`src/rtl/redundant_rhythm_shock_controller_defines.svh`:
```
// Assertion macros shared by the rhythm shock controller modules.
`ifndef REDUNDANT_RHYTHM_SHOCK_CONTROLLER_DEFINES_SVH
`define REDUNDANT_RHYTHM_SHOCK_CONTROLLER_DEFINES_SVH

// Check that the consequent holds in the same cycle as the antecedent.
`define RRSC_ASSERT_SAME(lbl, ck, rn, ante, cons, msg) \
  lbl: assert property (@(posedge ck) disable iff (!rn) (ante) |-> (cons)) \
    else $error(msg);

// Check that the consequent holds in the cycle after the antecedent.
`define RRSC_ASSERT_NEXT(lbl, ck, rn, ante, cons, msg) \
  lbl: assert property (@(posedge ck) disable iff (!rn) (ante) |=> (cons)) \
    else $error(msg);

// Check that a condition never holds.
`define RRSC_ASSERT_NEVER(lbl, ck, rn, bad, msg) \
  lbl: assert property (@(posedge ck) disable iff (!rn) !(bad)) \
    else $error(msg);

`endif

```
`src/rtl/rrsc_pkg.sv`:
```
// Types and constants of the rhythm shock controller.
`timescale 1ns / 1ps

package rrsc_pkg;

  localparam int SENSOR_COUNT = 3;
  localparam int LEVEL_W      = 2;
  localparam int WORK_W       = SENSOR_COUNT;
  localparam int RATE_W       = 16;
  localparam int MODE_W       = 2;
  localparam int CFG_IDX_W    = 3;
  localparam int CFG_DATA_W   = 16;
  localparam int INTERVAL_W   = 10;
  localparam int BAND_W       = 8;
  localparam int TICK_W       = 16;
  localparam int RUN_W        = 8;
  localparam int UDRUN_W      = 2;

  // One quotient bit per divide step.
  localparam int DIV_STEPS = RATE_W;

  localparam logic [RATE_W-1:0] MS_PER_MINUTE = 16'd60000;

  // Level codes
  localparam logic [LEVEL_W-1:0] LVL_REST = 2'd0;
  localparam logic [LEVEL_W-1:0] LVL_UP   = 2'd1;
  localparam logic [LEVEL_W-1:0] LVL_LOW  = 2'd2;
  localparam logic [LEVEL_W-1:0] LVL_BAD  = 2'd3;

  // Mode codes
  localparam logic [MODE_W-1:0] MODE_MON   = 2'd0;
  localparam logic [MODE_W-1:0] MODE_ARMED = 2'd1;
  localparam logic [MODE_W-1:0] MODE_PEND  = 2'd2;

  // Register indexes
  localparam logic [CFG_IDX_W-1:0] REG_INTERVAL   = 3'd0;
  localparam logic [CFG_IDX_W-1:0] REG_LOW_MIN    = 3'd1;
  localparam logic [CFG_IDX_W-1:0] REG_LOW_MAX    = 3'd2;
  localparam logic [CFG_IDX_W-1:0] REG_FAST_MIN   = 3'd3;
  localparam logic [CFG_IDX_W-1:0] REG_FAST_MAX   = 3'd4;
  localparam logic [CFG_IDX_W-1:0] REG_WAIT       = 3'd5;
  localparam logic [CFG_IDX_W-1:0] REG_LOCKOUT    = 3'd6;
  localparam logic [CFG_IDX_W-1:0] REG_REST_LIMIT = 3'd7;

  // Register reset values
  localparam logic [INTERVAL_W-1:0] RST_INTERVAL   = 10'd400;
  localparam logic [BAND_W-1:0]     RST_LOW_MIN    = 8'd40;
  localparam logic [BAND_W-1:0]     RST_LOW_MAX    = 8'd49;
  localparam logic [BAND_W-1:0]     RST_FAST_MIN   = 8'd90;
  localparam logic [BAND_W-1:0]     RST_FAST_MAX   = 8'd99;
  localparam logic [TICK_W-1:0]     RST_WAIT       = 16'd750;
  localparam logic [TICK_W-1:0]     RST_LOCKOUT    = 16'd25;
  localparam logic [RUN_W-1:0]      RST_REST_LIMIT = 8'd25;

  // Commands from the sequencer to the datapath
  typedef struct packed {
    logic capture;
    logic mul_load;
    logic div_step;
    logic commit;
  } cmd_t;

  // Status from the datapath to the sequencer
  typedef struct packed {
    logic need_div;
    logic out_free;
  } status_t;

endpackage

```
`src/rtl/rrsc_if.sv`:
```
// Channel interfaces: sample input, result output and register write.
`timescale 1ns / 1ps

interface rrsc_in_if;
  import rrsc_pkg::*;
  logic               valid;
  logic               ready;
  logic [LEVEL_W-1:0] sensor_a_level;
  logic [LEVEL_W-1:0] sensor_b_level;
  logic [LEVEL_W-1:0] sensor_c_level;
  logic [WORK_W-1:0]  sensor_working;

  modport source (output valid, sensor_a_level, sensor_b_level, sensor_c_level,
                  sensor_working, input ready);
  modport sink (input valid, sensor_a_level, sensor_b_level, sensor_c_level,
                sensor_working, output ready);
endinterface

interface rrsc_out_if;
  import rrsc_pkg::*;
  logic               valid;
  logic               ready;
  logic [LEVEL_W-1:0] voted_level;
  logic [RATE_W-1:0]  beat_rate;
  logic               rate_updated;
  logic               shock;
  logic [MODE_W-1:0]  mode;

  modport source (output valid, voted_level, beat_rate, rate_updated, shock, mode,
                  input ready);
  modport sink (input valid, voted_level, beat_rate, rate_updated, shock, mode,
                output ready);
endinterface

interface rrsc_cfg_if;
  import rrsc_pkg::*;
  logic                  valid;
  logic                  ready;
  logic [CFG_IDX_W-1:0]  index;
  logic [CFG_DATA_W-1:0] data;

  modport source (output valid, index, data, input ready);
  modport sink (input valid, index, data, output ready);
endinterface

```
`src/rtl/rrsc_ctrl.sv`:
```
// Sequencer of the rhythm shock controller: capture, divide, commit.
`timescale 1ns / 1ps
`include "redundant_rhythm_shock_controller_defines.svh"

module rrsc_ctrl (
  input  logic             clk,
  input  logic             rst_n,
  input  logic             in_valid,
  output logic             in_ready,
  input  rrsc_pkg::status_t status,
  output rrsc_pkg::cmd_t    cmd
);
  import rrsc_pkg::*;

  localparam int STEP_W = $clog2(DIV_STEPS);

  localparam logic [1:0] S_IDLE = 2'd0;
  localparam logic [1:0] S_CHK  = 2'd1;
  localparam logic [1:0] S_DIV  = 2'd2;
  localparam logic [1:0] S_FIN  = 2'd3;

  logic [1:0]        state_r, state_nxt;
  logic [STEP_W-1:0] step_r, step_nxt;
  logic              step_last;

  assign step_last = (step_r == STEP_W'(DIV_STEPS - 1));

  // Next state and commands
  always_comb begin
    state_nxt = state_r;
    step_nxt  = step_r;
    in_ready  = 1'b0;
    cmd       = '0;
    unique case (state_r)
      S_IDLE: begin
        in_ready = 1'b1;
        if (in_valid) begin
          cmd.capture = 1'b1;
          state_nxt   = S_CHK;
        end
      end
      S_CHK: begin
        if (status.need_div) begin
          cmd.mul_load = 1'b1;
          step_nxt     = '0;
          state_nxt    = S_DIV;
        end else begin
          state_nxt = S_FIN;
        end
      end
      S_DIV: begin
        cmd.div_step = 1'b1;
        step_nxt     = step_r + STEP_W'(1);
        if (step_last) begin
          state_nxt = S_FIN;
        end
      end
      S_FIN: begin
        if (status.out_free) begin
          cmd.commit = 1'b1;
          state_nxt  = S_IDLE;
        end
      end
    endcase
  end

  // State and step counter
  always_ff @(posedge clk) begin
    if (!rst_n) begin
      state_r <= S_IDLE;
      step_r  <= '0;
    end else begin
      state_r <= state_nxt;
      step_r  <= step_nxt;
    end
  end

  `RRSC_ASSERT_SAME(a_commit_free, clk, rst_n, cmd.commit, status.out_free, "commit into a full output register")
  `RRSC_ASSERT_NEXT(a_div_len, clk, rst_n, state_r == S_DIV && step_last, state_r == S_FIN, "divide did not end in finish")
  `RRSC_ASSERT_NEXT(a_fin_hold, clk, rst_n, state_r == S_FIN && !status.out_free, state_r == S_FIN, "finish left while output stalled")
  `RRSC_ASSERT_SAME(a_step_rest, clk, rst_n, state_r != S_DIV, step_r == '0, "step counter not at zero outside divide")

endmodule

```
`src/rtl/rrsc_dp.sv`:
```
// Datapath of the rhythm shock controller: vote, counters, divider, timers.
`timescale 1ns / 1ps
`include "redundant_rhythm_shock_controller_defines.svh"

module rrsc_dp #(
  parameter int COUNT_WIDTH = 16
) (
  input  logic                               clk,
  input  logic                               rst_n,
  input  rrsc_pkg::cmd_t                     cmd,
  output rrsc_pkg::status_t                  status,
  input  logic [rrsc_pkg::LEVEL_W-1:0]       sensor_a_level,
  input  logic [rrsc_pkg::LEVEL_W-1:0]       sensor_b_level,
  input  logic [rrsc_pkg::LEVEL_W-1:0]       sensor_c_level,
  input  logic [rrsc_pkg::WORK_W-1:0]        sensor_working,
  input  logic                               cfg_write,
  input  logic [rrsc_pkg::CFG_IDX_W-1:0]     cfg_index,
  input  logic [rrsc_pkg::CFG_DATA_W-1:0]    cfg_data,
  input  logic                               out_ready,
  output logic                               out_valid,
  output logic [rrsc_pkg::LEVEL_W-1:0]       voted_level,
  output logic [rrsc_pkg::RATE_W-1:0]        beat_rate,
  output logic                               rate_updated,
  output logic                               shock,
  output logic [rrsc_pkg::MODE_W-1:0]        mode
);
  import rrsc_pkg::*;

  localparam int PROD_W = INTERVAL_W + COUNT_WIDTH;
  localparam int REM_W  = DIV_STEPS + 1;

  // Configuration registers
  logic [INTERVAL_W-1:0] interval_r;
  logic [BAND_W-1:0]     low_min_r, low_max_r, fast_min_r, fast_max_r;
  logic [TICK_W-1:0]     wait_ticks_r, lockout_ticks_r;
  logic [RUN_W-1:0]      rest_limit_r;

  // Captured sample
  logic [LEVEL_W-1:0] lvls_r [SENSOR_COUNT];
  logic [WORK_W-1:0]  work_r;

  // Tick state
  logic [LEVEL_W-1:0]     prev_r, prev_nxt;
  logic [COUNT_WIDTH-1:0] pulse_r, pulse_nxt;
  logic [RUN_W-1:0]       rest_r, rest_nxt;
  logic [UDRUN_W-1:0]     upper_r, upper_nxt, lower_r, lower_nxt;
  logic                   started_r, started_nxt;
  logic [RATE_W-1:0]      rate_r, rate_nxt;
  logic [TICK_W-1:0]      wait_r, wait_nxt, lock_r, lock_nxt;
  logic                   armed_r, armed_nxt, pend_r, pend_nxt;

  // Divider
  logic [PROD_W-1:0]  prod_full, prod_r;
  logic [RATE_W-1:0]  num_r, rem_r, quo_r;
  logic [REM_W-1:0]   rem_sh, rem_sub;
  logic               d_big, ge;

  // Output register
  logic               out_valid_r;
  logic [LEVEL_W-1:0] out_level_r;
  logic [RATE_W-1:0]  out_rate_r;
  logic               out_upd_r, out_shock_r;
  logic [MODE_W-1:0]  out_mode_r;

  // Tick evaluation
  logic [1:0]         t_rest, t_up, t_low;
  logic [LEVEL_W-1:0] lv;
  logic               rep, request, arm, updated, armed_now, fire;
  logic               armed_a, pend_a, pend_b;
  logic [TICK_W-1:0]  wait_a;
  logic [MODE_W-1:0]  mode_nxt;

  // Write configuration
  always_ff @(posedge clk) begin
    if (!rst_n) begin
      interval_r      <= RST_INTERVAL;
      low_min_r       <= RST_LOW_MIN;
      low_max_r       <= RST_LOW_MAX;
      fast_min_r      <= RST_FAST_MIN;
      fast_max_r      <= RST_FAST_MAX;
      wait_ticks_r    <= RST_WAIT;
      lockout_ticks_r <= RST_LOCKOUT;
      rest_limit_r    <= RST_REST_LIMIT;
    end else if (cfg_write) begin
      unique case (cfg_index)
        REG_INTERVAL:   interval_r      <= cfg_data[INTERVAL_W-1:0];
        REG_LOW_MIN:    low_min_r       <= cfg_data[BAND_W-1:0];
        REG_LOW_MAX:    low_max_r       <= cfg_data[BAND_W-1:0];
        REG_FAST_MIN:   fast_min_r      <= cfg_data[BAND_W-1:0];
        REG_FAST_MAX:   fast_max_r      <= cfg_data[BAND_W-1:0];
        REG_WAIT:       wait_ticks_r    <= cfg_data[TICK_W-1:0];
        REG_LOCKOUT:    lockout_ticks_r <= cfg_data[TICK_W-1:0];
        REG_REST_LIMIT: rest_limit_r    <= cfg_data[RUN_W-1:0];
      endcase
    end
  end

  // Hold the accepted sample
  always_ff @(posedge clk) begin
    if (cmd.capture) begin
      lvls_r[0] <= sensor_a_level;
      lvls_r[1] <= sensor_b_level;
      lvls_r[2] <= sensor_c_level;
      work_r    <= sensor_working;
    end
  end

  // Tally working sensors; a level code of three casts no vote
  always_comb begin
    t_rest = '0;
    t_up   = '0;
    t_low  = '0;
    for (int i = 0; i < SENSOR_COUNT; i++) begin
      t_rest = t_rest + 2'(work_r[i] && lvls_r[i] == LVL_REST);
      t_up   = t_up   + 2'(work_r[i] && lvls_r[i] == LVL_UP);
      t_low  = t_low  + 2'(work_r[i] && lvls_r[i] == LVL_LOW);
    end
  end

  // Most votes wins, ties favor resting, then upper
  always_comb begin
    priority if (t_low > t_rest && t_low > t_up) begin
      lv = LVL_LOW;
    end else if (t_up > t_rest) begin
      lv = LVL_UP;
    end else begin
      lv = LVL_REST;
    end
  end

  assign rep = (lv == prev_r) && (lv != LVL_REST);

  assign status.need_div = !rep && (lv == LVL_UP) && (upper_r < 2'd2) && started_r;
  assign status.out_free = !out_valid_r || out_ready;

  // Divisor is interval times pulse count, zero taken as one
  assign prod_full = PROD_W'(interval_r) * PROD_W'(pulse_r);

  // Restoring divide step; remainder never exceeds the 16-bit dividend
  assign rem_sh  = {rem_r, num_r[RATE_W-1]};
  assign d_big   = |prod_r[PROD_W-1:REM_W];
  assign ge      = !d_big && (rem_sh >= prod_r[REM_W-1:0]);
  assign rem_sub = ge ? (rem_sh - prod_r[REM_W-1:0]) : rem_sh;

  always_ff @(posedge clk) begin
    if (cmd.mul_load) begin
      prod_r <= (prod_full == '0) ? PROD_W'(1) : prod_full;
      num_r  <= MS_PER_MINUTE;
      rem_r  <= '0;
      quo_r  <= '0;
    end else if (cmd.div_step) begin
      num_r <= {num_r[RATE_W-2:0], 1'b0};
      rem_r <= rem_sub[RATE_W-1:0];
      quo_r <= {quo_r[RATE_W-2:0], ge};
    end
  end

  // Run counters, rate bands, arming, wait and lockout timers
  always_comb begin
    prev_nxt    = lv;
    pulse_nxt   = pulse_r;
    rest_nxt    = rest_r;
    upper_nxt   = upper_r;
    lower_nxt   = lower_r;
    started_nxt = started_r;
    rate_nxt    = rate_r;
    request     = 1'b0;
    arm         = 1'b0;
    updated     = 1'b0;
    if (!rep) begin
      priority if (lv == LVL_REST) begin
        if (rest_r > rest_limit_r) begin
          request = 1'b1;
        end
        if (rest_r != '1) begin
          rest_nxt = rest_r + RUN_W'(1);
        end
        if (pulse_r != '1) begin
          pulse_nxt = pulse_r + COUNT_WIDTH'(1);
        end
      end else if (lv == LVL_UP) begin
        lower_nxt = '0;
        rest_nxt  = '0;
        if (upper_r >= 2'd2) begin
          request = 1'b1;
        end else if (started_r) begin
          rate_nxt = quo_r;
          updated  = 1'b1;
          if ((quo_r >= RATE_W'(low_min_r) && quo_r <= RATE_W'(low_max_r)) ||
              (quo_r >= RATE_W'(fast_min_r) && quo_r <= RATE_W'(fast_max_r))) begin
            arm = 1'b1;
          end else if (quo_r < RATE_W'(low_max_r) || quo_r > RATE_W'(fast_max_r)) begin
            request = 1'b1;
          end
        end
        if (upper_r != '1) begin
          upper_nxt = upper_r + UDRUN_W'(1);
        end
        pulse_nxt   = '0;
        started_nxt = 1'b1;
      end else begin
        if (pulse_r != '1) begin
          pulse_nxt = pulse_r + COUNT_WIDTH'(1);
        end
        upper_nxt = '0;
        rest_nxt  = '0;
        if (lower_r >= 2'd2) begin
          request = 1'b1;
        end
        if (lower_r != '1) begin
          lower_nxt = lower_r + UDRUN_W'(1);
        end
      end
    end

    // Request wins over arming; arming is ignored while a shock waits
    armed_a   = armed_r;
    pend_a    = pend_r;
    wait_a    = wait_r;
    armed_now = 1'b0;
    if (request) begin
      pend_a  = 1'b1;
      armed_a = 1'b0;
    end else if (arm && !pend_r) begin
      armed_a   = 1'b1;
      wait_a    = (wait_ticks_r == '0) ? TICK_W'(1) : wait_ticks_r;
      armed_now = 1'b1;
    end

    // Count down an earlier arming
    armed_nxt = armed_a;
    pend_b    = pend_a;
    wait_nxt  = wait_a;
    if (armed_a && !armed_now) begin
      if (wait_a <= TICK_W'(1)) begin
        wait_nxt  = '0;
        armed_nxt = 1'b0;
        pend_b    = 1'b1;
      end else begin
        wait_nxt = wait_a - TICK_W'(1);
      end
    end

    // Deliver outside the lockout
    fire     = 1'b0;
    pend_nxt = pend_b;
    lock_nxt = lock_r;
    if (pend_b && lock_r == '0) begin
      fire     = 1'b1;
      pend_nxt = 1'b0;
      lock_nxt = lockout_ticks_r;
    end else if (lock_r != '0) begin
      lock_nxt = lock_r - TICK_W'(1);
    end

    if (pend_nxt) begin
      mode_nxt = MODE_PEND;
    end else if (armed_nxt) begin
      mode_nxt = MODE_ARMED;
    end else begin
      mode_nxt = MODE_MON;
    end
  end

  // Advance tick state on commit
  always_ff @(posedge clk) begin
    if (!rst_n) begin
      prev_r    <= LVL_REST;
      pulse_r   <= '0;
      rest_r    <= '0;
      upper_r   <= '0;
      lower_r   <= '0;
      started_r <= 1'b0;
      rate_r    <= '0;
      wait_r    <= '0;
      armed_r   <= 1'b0;
      pend_r    <= 1'b0;
      lock_r    <= '0;
    end else if (cmd.commit) begin
      prev_r    <= prev_nxt;
      pulse_r   <= pulse_nxt;
      rest_r    <= rest_nxt;
      upper_r   <= upper_nxt;
      lower_r   <= lower_nxt;
      started_r <= started_nxt;
      rate_r    <= rate_nxt;
      wait_r    <= wait_nxt;
      armed_r   <= armed_nxt;
      pend_r    <= pend_nxt;
      lock_r    <= lock_nxt;
    end
  end

  // Output register: load on commit, drop after the transfer
  always_ff @(posedge clk) begin
    if (!rst_n) begin
      out_valid_r <= 1'b0;
    end else if (cmd.commit) begin
      out_valid_r <= 1'b1;
    end else if (out_ready) begin
      out_valid_r <= 1'b0;
    end
  end

  always_ff @(posedge clk) begin
    if (cmd.commit) begin
      out_level_r <= lv;
      out_rate_r  <= rate_nxt;
      out_upd_r   <= updated;
      out_shock_r <= fire;
      out_mode_r  <= mode_nxt;
    end
  end

  assign out_valid    = out_valid_r;
  assign voted_level  = out_level_r;
  assign beat_rate    = out_rate_r;
  assign rate_updated = out_upd_r;
  assign shock        = out_shock_r;
  assign mode         = out_mode_r;

  `RRSC_ASSERT_NEVER(a_arm_pend, clk, rst_n, armed_r && pend_r, "armed and pending at once")
  `RRSC_ASSERT_NEVER(a_runs, clk, rst_n, upper_r != '0 && lower_r != '0, "upper and lower runs both open")
  `RRSC_ASSERT_NEXT(a_rate_hold, clk, rst_n, !(cmd.commit && updated), $stable(rate_r), "rate changed without an update")

endmodule

```
`src/rtl/redundant_rhythm_shock_controller.sv`:
```
// Top level of the redundant rhythm shock controller.
`timescale 1ns / 1ps

// Usage:
//  in_ch   one sample tick per transfer: three sensor levels and working flags.
//  out_ch  one result per tick: voted level, last rate, rate flag, shock, mode.
//  cfg_ch  register writes (index 0..7), always ready; write only while idle.
//  A tick is taken into a holding register, checked and then committed
//  into the counters and the output register. A tick that computes a new
//  rate runs a 16-step restoring divider (one quotient bit a cycle)
//  between check and commit.
//  A new tick is taken only after the last one is committed; a tick that
//  runs the divider takes longer than one without a rate.
//  The result waits in the output register while the receiver stalls; the
//  next tick is still taken and held at commit until that register is free.
//  Reset (rst_n low, synchronous) restores register defaults, clears all run
//  counters, timers and the output valid flag.
module redundant_rhythm_shock_controller #(
  parameter int COUNT_WIDTH = 16
) (
  input  logic              clk,
  input  logic              rst_n,
  rrsc_in_if.sink           in_ch,
  rrsc_out_if.source        out_ch,
  rrsc_cfg_if.sink          cfg_ch
);
  import rrsc_pkg::*;

  cmd_t    cmd;
  status_t status;
  logic    in_ready;

  // Accept every register write
  assign cfg_ch.ready = 1'b1;
  assign in_ch.ready  = in_ready;

  rrsc_ctrl u_ctrl (
    .clk      (clk),
    .rst_n    (rst_n),
    .in_valid (in_ch.valid),
    .in_ready (in_ready),
    .status   (status),
    .cmd      (cmd)
  );

  rrsc_dp #(
    .COUNT_WIDTH (COUNT_WIDTH)
  ) u_dp (
    .clk            (clk),
    .rst_n          (rst_n),
    .cmd            (cmd),
    .status         (status),
    .sensor_a_level (in_ch.sensor_a_level),
    .sensor_b_level (in_ch.sensor_b_level),
    .sensor_c_level (in_ch.sensor_c_level),
    .sensor_working (in_ch.sensor_working),
    .cfg_write      (cfg_ch.valid),
    .cfg_index      (cfg_ch.index),
    .cfg_data       (cfg_ch.data),
    .out_ready      (out_ch.ready),
    .out_valid      (out_ch.valid),
    .voted_level    (out_ch.voted_level),
    .beat_rate      (out_ch.beat_rate),
    .rate_updated   (out_ch.rate_updated),
    .shock          (out_ch.shock),
    .mode           (out_ch.mode)
  );

endmodule
```
`src/flat_wrapper.sv`:
```
// flat-port wrapper written by rule: the top's interface ports become plain ports
module redundant_rhythm_shock_controller_flat import rrsc_pkg::*;
#(
  parameter int COUNT_WIDTH = 16
)
  (clk, rst_n, in_ch_valid, in_ch_sensor_a_level, in_ch_sensor_b_level, in_ch_sensor_c_level, in_ch_sensor_working, in_ch_ready, out_ch_valid, out_ch_voted_level, out_ch_beat_rate, out_ch_rate_updated, out_ch_shock, out_ch_mode, out_ch_ready, cfg_ch_valid, cfg_ch_index, cfg_ch_data, cfg_ch_ready);
  rrsc_in_if in_ch_i ();
  rrsc_out_if out_ch_i ();
  rrsc_cfg_if cfg_ch_i ();
  input  logic clk;
  input  logic rst_n;
  input wire logic [$bits(in_ch_i.valid)-1:0] in_ch_valid;
  input wire logic [$bits(in_ch_i.sensor_a_level)-1:0] in_ch_sensor_a_level;
  input wire logic [$bits(in_ch_i.sensor_b_level)-1:0] in_ch_sensor_b_level;
  input wire logic [$bits(in_ch_i.sensor_c_level)-1:0] in_ch_sensor_c_level;
  input wire logic [$bits(in_ch_i.sensor_working)-1:0] in_ch_sensor_working;
  output wire logic [$bits(in_ch_i.ready)-1:0] in_ch_ready;
  output wire logic [$bits(out_ch_i.valid)-1:0] out_ch_valid;
  output wire logic [$bits(out_ch_i.voted_level)-1:0] out_ch_voted_level;
  output wire logic [$bits(out_ch_i.beat_rate)-1:0] out_ch_beat_rate;
  output wire logic [$bits(out_ch_i.rate_updated)-1:0] out_ch_rate_updated;
  output wire logic [$bits(out_ch_i.shock)-1:0] out_ch_shock;
  output wire logic [$bits(out_ch_i.mode)-1:0] out_ch_mode;
  input wire logic [$bits(out_ch_i.ready)-1:0] out_ch_ready;
  input wire logic [$bits(cfg_ch_i.valid)-1:0] cfg_ch_valid;
  input wire logic [$bits(cfg_ch_i.index)-1:0] cfg_ch_index;
  input wire logic [$bits(cfg_ch_i.data)-1:0] cfg_ch_data;
  output wire logic [$bits(cfg_ch_i.ready)-1:0] cfg_ch_ready;
  assign in_ch_i.valid = in_ch_valid;
  assign in_ch_i.sensor_a_level = in_ch_sensor_a_level;
  assign in_ch_i.sensor_b_level = in_ch_sensor_b_level;
  assign in_ch_i.sensor_c_level = in_ch_sensor_c_level;
  assign in_ch_i.sensor_working = in_ch_sensor_working;
  assign in_ch_ready = in_ch_i.ready;
  assign out_ch_valid = out_ch_i.valid;
  assign out_ch_voted_level = out_ch_i.voted_level;
  assign out_ch_beat_rate = out_ch_i.beat_rate;
  assign out_ch_rate_updated = out_ch_i.rate_updated;
  assign out_ch_shock = out_ch_i.shock;
  assign out_ch_mode = out_ch_i.mode;
  assign out_ch_i.ready = out_ch_ready;
  assign cfg_ch_i.valid = cfg_ch_valid;
  assign cfg_ch_i.index = cfg_ch_index;
  assign cfg_ch_i.data = cfg_ch_data;
  assign cfg_ch_ready = cfg_ch_i.ready;
  redundant_rhythm_shock_controller #(.COUNT_WIDTH(COUNT_WIDTH)) u_core (.clk(clk), .rst_n(rst_n), .in_ch(in_ch_i), .out_ch(out_ch_i), .cfg_ch(cfg_ch_i));
endmodule
```
`config.mk`:
```
export PLATFORM = sky130hd
export DESIGN_NAME = redundant_rhythm_shock_controller_flat
export DESIGN_NICKNAME = d
export VERILOG_FILES = /design/src/rtl/rrsc_pkg.sv /design/src/rtl/rrsc_if.sv /design/src/rtl/rrsc_ctrl.sv /design/src/rtl/rrsc_dp.sv /design/src/rtl/redundant_rhythm_shock_controller.sv /design/src/flat_wrapper.sv
export VERILOG_INCLUDE_DIRS = /design/src /design/src/rtl
export SDC_FILE = /design/constraint.sdc
export NUM_CORES = 1
export LEC_CHECK = 0
export ABC_AREA = 1
export BUFFER_PORTS_ARGS = -buffer_cell sky130_fd_sc_hd__clkbuf_2
export CORE_AREA = 2 2 208 210
export CTS_BUF_LIST = sky130_fd_sc_hd__clkbuf_4 sky130_fd_sc_hd__clkbuf_8
export CTS_CLUSTER_DIAMETER = 50
export DETAILED_ROUTE_END_ITERATION = 7
export DIE_AREA = 0 0 210 212
export HOLD_SLACK_MARGIN = 0.08
export PLACE_DENSITY = 0.73
export SLEW_MARGIN = 10
export SYNTH_ARGS = -nofsm -noshare
export SYNTH_HDL_FRONTEND = slang
export SYNTH_SLANG_ARGS = --single-unit
```
`constraint.sdc`:
```
create_clock -name clk -period 5.3 [get_ports clk]
set_input_delay 0.265 -clock clk [delete_from_list [all_inputs] [get_ports clk]]
set_output_delay 0.265 -clock clk [all_outputs]
set_load 0.01 [all_outputs]
```
==> results_dict.tcl, run 1 <==
set metrics [dict create \
    antenna_found_initial 0 \
    hold_start "cfg_ch_data[3]" \
    setup-violations-final 0 \
    power_density_nw_per_um2 349 \
    worst-path-max-fanout 7 \
    ys.flop_type "dfxtp_1" \
    syn_inst 2469 \
    cts_sinks 270 \
    irDropWorstVdd_mv 0.406 \
    synthDistinctLibCells 52 \
    worst_slew_pin_slew_ps 882 \
    combPwrFrac_pct 40.3 \
    synth_top_cell_area_share_pct 22.8 \
    min_delay_path_depth 3 \
    clk_pin_slew_ps 60 \
    post-synth-top-count-cell "nand2_1" \
    p_seq_share_pct 35.0 \
    synth_nets 2754 \
    htreeDepth 2 \
    fmax_mhz 195 \
    yosysTopAreaCell "dfxtp_1" \
    rows 76 \
    status "complete, no violations" \
    hold_path.class "primary input to flop" \
    grt_pass1_vias 16300 \
    grt_use_total_pct 21.2 \
    avgSynthCellArea_um2 7.59 \
    area_delta_synth_final_pct 17.1 \
    p_total_uw 7650 \
    hpwlAfterDp_mm 33.5 \
    yosysWarnings 0 \
    gr-total-overflow 0 \
    numCtsBuffers 47 \
    synthTopCellsByArea "dfxtp_1 (23%), fa_1 (12%), nand2_1 (10%)" \
    tritoncts "done" \
    critPathRequiredTime_ps 5630 \
    finalMaxSlewViolations 0 \
    fin_tns_setup_ps 0 \
    wire_per_inst_um 14.6 \
    place_congestion 0.899 \
    clkPwrFrac_pct 24.7 \
    holdWs_ps 131 \
    ff_latch_area_um2 6030 \
    die_area_um2 44500 \
    crit_type "flop to flop" \
    min_to "u_core.u_dp.lockout_ticks_r[3]" \
    grt_pass1_wl_mm 77.6 \
    period_minus_slack_ps 5130 \
    p_switching_uw 3120 \
    drc 0 \
    ys_seq_elements 270 \
    post-route-period-util_pct 96.7 \
    crit_arrival_ps 5460 \
    fill_cells 3926 \
    r2r_slack_ps 170 \
    design_area_um2 21900 \
    ff2ff_path_depth 26 \
    diodes 0 \
    hold_viol 0 \
    clk_latency_ps 600 \
    finClkSkew_ps 33.0 \
    synth-edff-count 57 \
    max_cap_viol_count 0 \
    cts_root_buffer "clkbuf_8" \
    drt_iter0_markers 1058 \
    endpoint_kind "flop" \
    boundaryPins 58 \
    critPathLaunch "u_core.u_dp.interval_r[4]" \
    final_nets 2895 \
    multi_input_area_um2 11100 \
    ys_seq_area_share_pct 31.9 \
    wl_mm 46.6 \
    die_y_um 212 \
    core_um2 42500 \
    rr_endpoint "u_core.u_dp.prod_r[0]" \
    grt_max_degree 72 \
    place_area_um2 20100 \
    fp.dieW_um 210 \
    ys_async_sr_fraction_pct 0 \
    mappedNetlistArea_um2 18700 \
    numPortBuffers 56 \
    cts_buffer_depth 3 \
    startpoint_type "flop" \
    cell_internal_pwr_uw 4540 \
    vias 16400 \
    slew_headroom_pct 41.0 \
    swShare_pct 40.7 \
    antenna_left 0 \
    synth_common_cells "nand2_1 (513), inv_1 (450), nor2_1 (223)" \
    r2r_start "u_core.u_dp.interval_r[4]" \
    drive_gt1_share_pct 15.3 \
    leakage_uw 0.0112 \
    floorplan.initialDensity_pct 44.1 \
    dr.pass1.iters 5 \
    viasPerCell 5.14 \
]
==> worst max-delay path, cell delays in order, from the launching register on <==
cell	delay, ps
dfxtp_4	380
nand2_1	80
inv_1	60
fa_1	480
inv_1	50
fa_1	470
inv_1	60
fa_1	510
fa_1	540
inv_2	40
fa_1	510
inv_2	50
ha_4	230
a21oi_2	160
o21ai_2	90
buf_4	140
nand2_1	50
o211ai_1	100
nand2_1	100
nand3_2	100
a21oi_2	130
nor2_1	60
nor2_2	170
xnor2_2	130
nor2_1	70
nand3_1	70
nand2_1	50
==> layout make-up <==
| type | count | area share, % |
|---|---|---|
| Inverter | 456 | 7.80 |
| Clock inverter | 15 | 0.433 |
| Multi-Input combinational cell | 1642 | 50.8 |
| Tap cell | 546 | 3.11 |
| Sequential cell | 270 | 27.5 |
| Clock buffer | 69 | 3.82 |
| Timing Repair Buffer | 193 | 6.58 |
==> power by group through the flow <==
stage,registers (uW),logic (uW),clock network (uW)
2_1_floorplan,2650,2320,0
3_3_place_gp,2710,2900,0
5_1_grt,2710,3530,2030
6_report,2680,3080,1890
3_5_place_dp,2720,3000,0
4_1_cts,2680,3030,1940
==> worst max path at each step <==
stage / end / slack [ps] / cells after the start
2_1_floorplan: u_core.u_dp.prod_r[0] / 10 / 25
3_3_place_gp: u_core.u_dp.prod_r[0] / -40 / 23
3_5_place_dp: u_core.u_dp.prod_r[0] / -140 / 23
4_1_cts: u_core.u_dp.prod_r[0] / 1 / 24
5_1_grt: u_core.u_dp.prod_r[0] / -30 / 22
6_report: u_core.u_dp.prod_r[0] / 170 / 26
==> layer usage <==
layer  share of wire [%]  vias to the layer above  track usage [%]
li1                    -                     8072                -
met1                  44                     7795             27.1
met2                  49                      436             37.3
met3                 4.9                       86             2.53
met4                 2.6                        0             6.95
met5                   0                        -                0
==> stage by stage <==
step	worst slack (ps)	std cells	util, %
2_1_floorplan	10.9	2469	-
3_3_place_gp	-39.5	3075	47.3
3_5_place_dp	-139	3075	47.3
4_1_cts	1.34	3178	50.2
5_1_grt	-29.9	3191	51.6
6_report	173	3191	51.6
==> registers in the layout, indices dropped and copies added, names as in the netlist, 10 cells and up <==
| register | count |
|---|---|
| u_core.u_dp.beat_rate | 16 |
| u_core.u_dp.interval_r | 10 |
| u_core.u_dp.lock_r | 16 |
| u_core.u_dp.lockout_ticks_r | 16 |
| u_core.u_dp.num_r | 11 |
| u_core.u_dp.prod_r | 26 |
| u_core.u_dp.pulse_r | 16 |
| u_core.u_dp.quo_r | 16 |
| u_core.u_dp.rate_r | 16 |
| u_core.u_dp.rem_r | 16 |
| u_core.u_dp.wait_r | 16 |
| u_core.u_dp.wait_ticks_r | 16 |
==> cell usage in the layout, fill, tap and decap left out, types with 18 or more instances in the layout <==
cell type / n
ha_1: 120
o21ai_0: 152
nand2_1: 494
clkbuf_8: 51
xor2_1: 39
nor3_1: 29
dlygate4sd3_1: 18
a21oi_1: 142
buf_4: 103
edfxtp_1: 57
fa_1: 111
nand3_1: 92
o211ai_1: 26
inv_2: 19
nor2_1: 217
xnor2_1: 18
clkbuf_4: 18
clkbuf_2: 55
inv_1: 436
nand2_2: 24
dfxtp_1: 192
a211oi_1: 21
==> what timing repair did <==
action / in CTS / in global routing
endpoints found under the hold margin: 28 / 0
endpoints found under the setup margin: 1 / 8
pin swaps: 6 / 70
resized for setup: 28 / 128
hold buffers: 18 / 0
buffers inserted: 1 / 14
==> logic make-up (layout without fill, tap and decap cells) <==
| kind of cell | after synthesis | after routing | share of synthesized area, % |
|---|---|---|---|
| other | 1 | 1 | 0.0200 |
| buffers and inverters | 557 | 733 | 11.4 |
| DFF | 270 | 270 | 31.9 |
| adders and majority gates | 252 | 252 | 21.4 |
| and+or+nand+nor | 916 | 916 | 20.1 |
| AOI/OAI and AO/OA | 410 | 410 | 12.2 |
| xor gates and xnor gates | 63 | 63 | 2.94 |
(Power assumes the default switching activity.)
==> run 2, diff against run 1 <==
--- a/config.mk
+++ b/config.mk
@@ -8,13 +8,15 @@
 export LEC_CHECK = 0
 export ABC_AREA = 1
 export BUFFER_PORTS_ARGS = -buffer_cell sky130_fd_sc_hd__clkbuf_2
-export CORE_AREA = 2 2 208 210
+export CELL_PAD_IN_SITES_DETAIL_PLACEMENT = 0
+export CELL_PAD_IN_SITES_GLOBAL_PLACEMENT = 1
+export CORE_AREA = 2 2 210 212
 export CTS_BUF_LIST = sky130_fd_sc_hd__clkbuf_4 sky130_fd_sc_hd__clkbuf_8
 export CTS_CLUSTER_DIAMETER = 50
 export DETAILED_ROUTE_END_ITERATION = 7
-export DIE_AREA = 0 0 210 212
+export DIE_AREA = 0 0 212 214
 export HOLD_SLACK_MARGIN = 0.08
-export PLACE_DENSITY = 0.73
+export PLACE_DENSITY = 0.89
 export SLEW_MARGIN = 10
 export SYNTH_ARGS = -nofsm -noshare
 export SYNTH_HDL_FRONTEND = slang
==> results_dict.tcl, run 2 (same netlist as run 1, synthesis figures left out) <==
set metrics [dict create \
    clk_pin_slew_ps 60 \
    met3_length_mm 1.96 \
    min_to "u_core.u_dp.rest_limit_r[4]" \
    post-route-period-util_pct 96.7 \
    fp.dieW_um 212 \
    r2r_start "u_core.u_dp.interval_r[3]" \
    finClkSkew_ps 32.2 \
    core_um2 42900 \
    grt_setup_unrepaired "true" \
    hpwlAfterDp_mm 33.9 \
    setup-violations-final 0 \
    wire_per_inst_um 14.3 \
    numCtsBuffers 48 \
    status "complete, no violations" \
    max_cap_viol_count 0 \
    fill_cells 4032 \
    critPathRequiredTime_ps 5650 \
    dr.pass1.iters 5 \
    critical_path_depth 22 \
    holdWs_ps 126 \
    top_register "u_core.u_dp.prod_r" \
    drc 0 \
    fmax_mhz 195 \
    layout_setup_ws_ps 174 \
    htreeDepth 2 \
    boundaryPins 58 \
    rows 76 \
    gr-total-overflow 0 \
    r2r_slack_ps 170 \
    grt_pass1_vias 16200 \
    ff_latch_area_um2 6040 \
    wl_met2_mm 21.7 \
    place_congestion 0.896 \
    finalMaxSlewViolations 0 \
    cts_root_buffer "clkbuf_8" \
    final_common_cell "nand2_1" \
    mostFrequentLayoutCells "nand2_1 (492), inv_1 (441), nor2_1 (217), dfxtp_1 (192), o21ai_0 (152)" \
    grt_max_degree 71 \
    wl_mm 46.2 \
    leakage_uw 0.0113 \
    slowest_delay_ps 550 \
    floorplan.initialDensity_pct 43.7 \
    irDropWorstVdd_mv 0.233 \
    hold_path.class "primary input to flop" \
    cpMostUsedCell "fa_1" \
    worst-path-max-fanout 8 \
    min_delay_path_depth 4 \
    top_layer "met4" \
    drt_iter0_markers 1026 \
    final_core_util_pct 51.4 \
    p_total_uw 7840 \
    hold_start "cfg_ch_index[2]" \
    diodes 0 \
    crit_arrival_ps 5470 \
    crit_chain "nand2_4 > fa_1 > inv_2 > fa_1 > inv_1 > fa_1 > inv_2 > fa_1 > inv_2 > fa_1 > inv_1 > ha_4 > nand2_4 > nor4_4 > nand4_1 > nand3_2 > nand4_1 > nand3_1 > xor2_1 > nor2_1 > nand3_1 > nand2_1" \
    worst_slew_pin_slew_ps 931 \
    cts_sinks 270 \
    antenna_found_initial 0 \
    rr_endpoint "u_core.u_dp.prod_r[0]" \
    critPathSlowestCell "fa_1" \
    multi_input_area_um2 11100 \
    cts_buffer_depth 3 \
    clk_latency_ps 620 \
    period_minus_slack_ps 5130 \
    antenna_left 0 \
    numPortBuffers 56 \
    power_density_nw_per_um2 356 \
    ff2ff_path_depth 22 \
    slew_headroom_pct 37.7 \
    post-place-ws_ps -146 \
    viasPerCell 4.97 \
    crit_family "adder cells" \
    startpoint_type "flop" \
    endpoint_kind "flop" \
    fin_tns_setup_ps 0 \
    drive_gt1_share_pct 14.8 \
    grt_use_total_pct 20.7 \
    wl_met1_mm 21.4 \
    largest_reg_flops 26 \
    final_nets 2899 \
    hold_viol 0 \
    worstPathBufferInverterCount 5 \
    crit_type "flop to flop" \
    area_delta_synth_final_pct 17.7 \
    vias 16100 \
    die_area_um2 45400 \
    die_y_um 214 \
    tritoncts "done" \
    grt_pass1_wl_mm 77.8 \
]
## run 2: changes by cell type in the layout (fill, tap and decap cells not counted), sizes merged
| cell | before | now |
|---|---|---|
| bufinv | 0 | 1 |
| clkinv | 13 | 9 |
| clkbuf | 124 | 132 |
| dlygate4sd3 | 18 | 28 |
| clkinvlp | 1 | 0 |
| buf | 120 | 113 |
| inv | 457 | 458 |
## run 2: timing repair
item                                   CTS  global route
pin swaps                                5            72
buffers inserted                         1             9
setup endpoints to repair                1            11
endpoints found under the hold margin   54             0
gates resized for setup                 24           123
hold buffers                            28             0
## run 2: worst max-delay path by stage
stage,startpoint,slack (ps),endpoint
2_1_floorplan,u_core.u_dp.interval_r[9],10,u_core.u_dp.prod_r[0]
3_3_place_gp,u_core.u_dp.interval_r[9],-50,u_core.u_dp.prod_r[0]
3_5_place_dp,u_core.u_dp.interval_r[3],-150,u_core.u_dp.prod_r[0]
4_1_cts,u_core.u_dp.pulse_r[7],6,u_core.u_dp.prod_r[0]
5_1_grt,u_core.u_dp.interval_r[3],-90,u_core.u_dp.prod_r[0]
6_report,u_core.u_dp.interval_r[3],170,u_core.u_dp.prod_r[0]
## run 2: layer usage
metal / GRT usage [%] / vias to the layer above
li1: - / 8093
met1: 27.4 / 7604
met2: 34.7 / 324
met3: 3.06 / 83
met4: 6.15 / 0
met5: 0 / -
## run 2: report_power, final
group          total (uW)  switching [uW]  leakage [uW]  internal (uW)
Sequential           2690             254       0.00227           2440
Combinational        3070            2000       0.00847           1070
Clock                2090             899      0.000566           1190
Total                7840            3150        0.0113           4690
## run 2: area by class of cell
type	instances	share of cell area, %
Multi-Input combinational cell	1642	50.3
Sequential cell	270	27.4
Inverter	456	7.76
Timing Repair Buffer	196	6.52
Clock buffer	77	4.26
Tap cell	585	3.32
Clock inverter	12	0.493
## run 2: worst register-to-register path: cells and delay by family, from the launching register on
kind	cells	cell delay (ps)
DFF	1	420
and+or+nand+nor	10	1070
buffers and inverters	5	240
adders and majority gates	6	2930
xor gates and xnor gates	1	210
## run 2: stage by stage
step / cells / cell area (um2)
3_3_place_gp: 3111 / 20100
2_1_floorplan: 2469 / 18800
4_1_cts: 3229 / 21500
3_5_place_dp: 3111 / 20100
5_1_grt: 3238 / 22100
6_report: 3238 / 22100
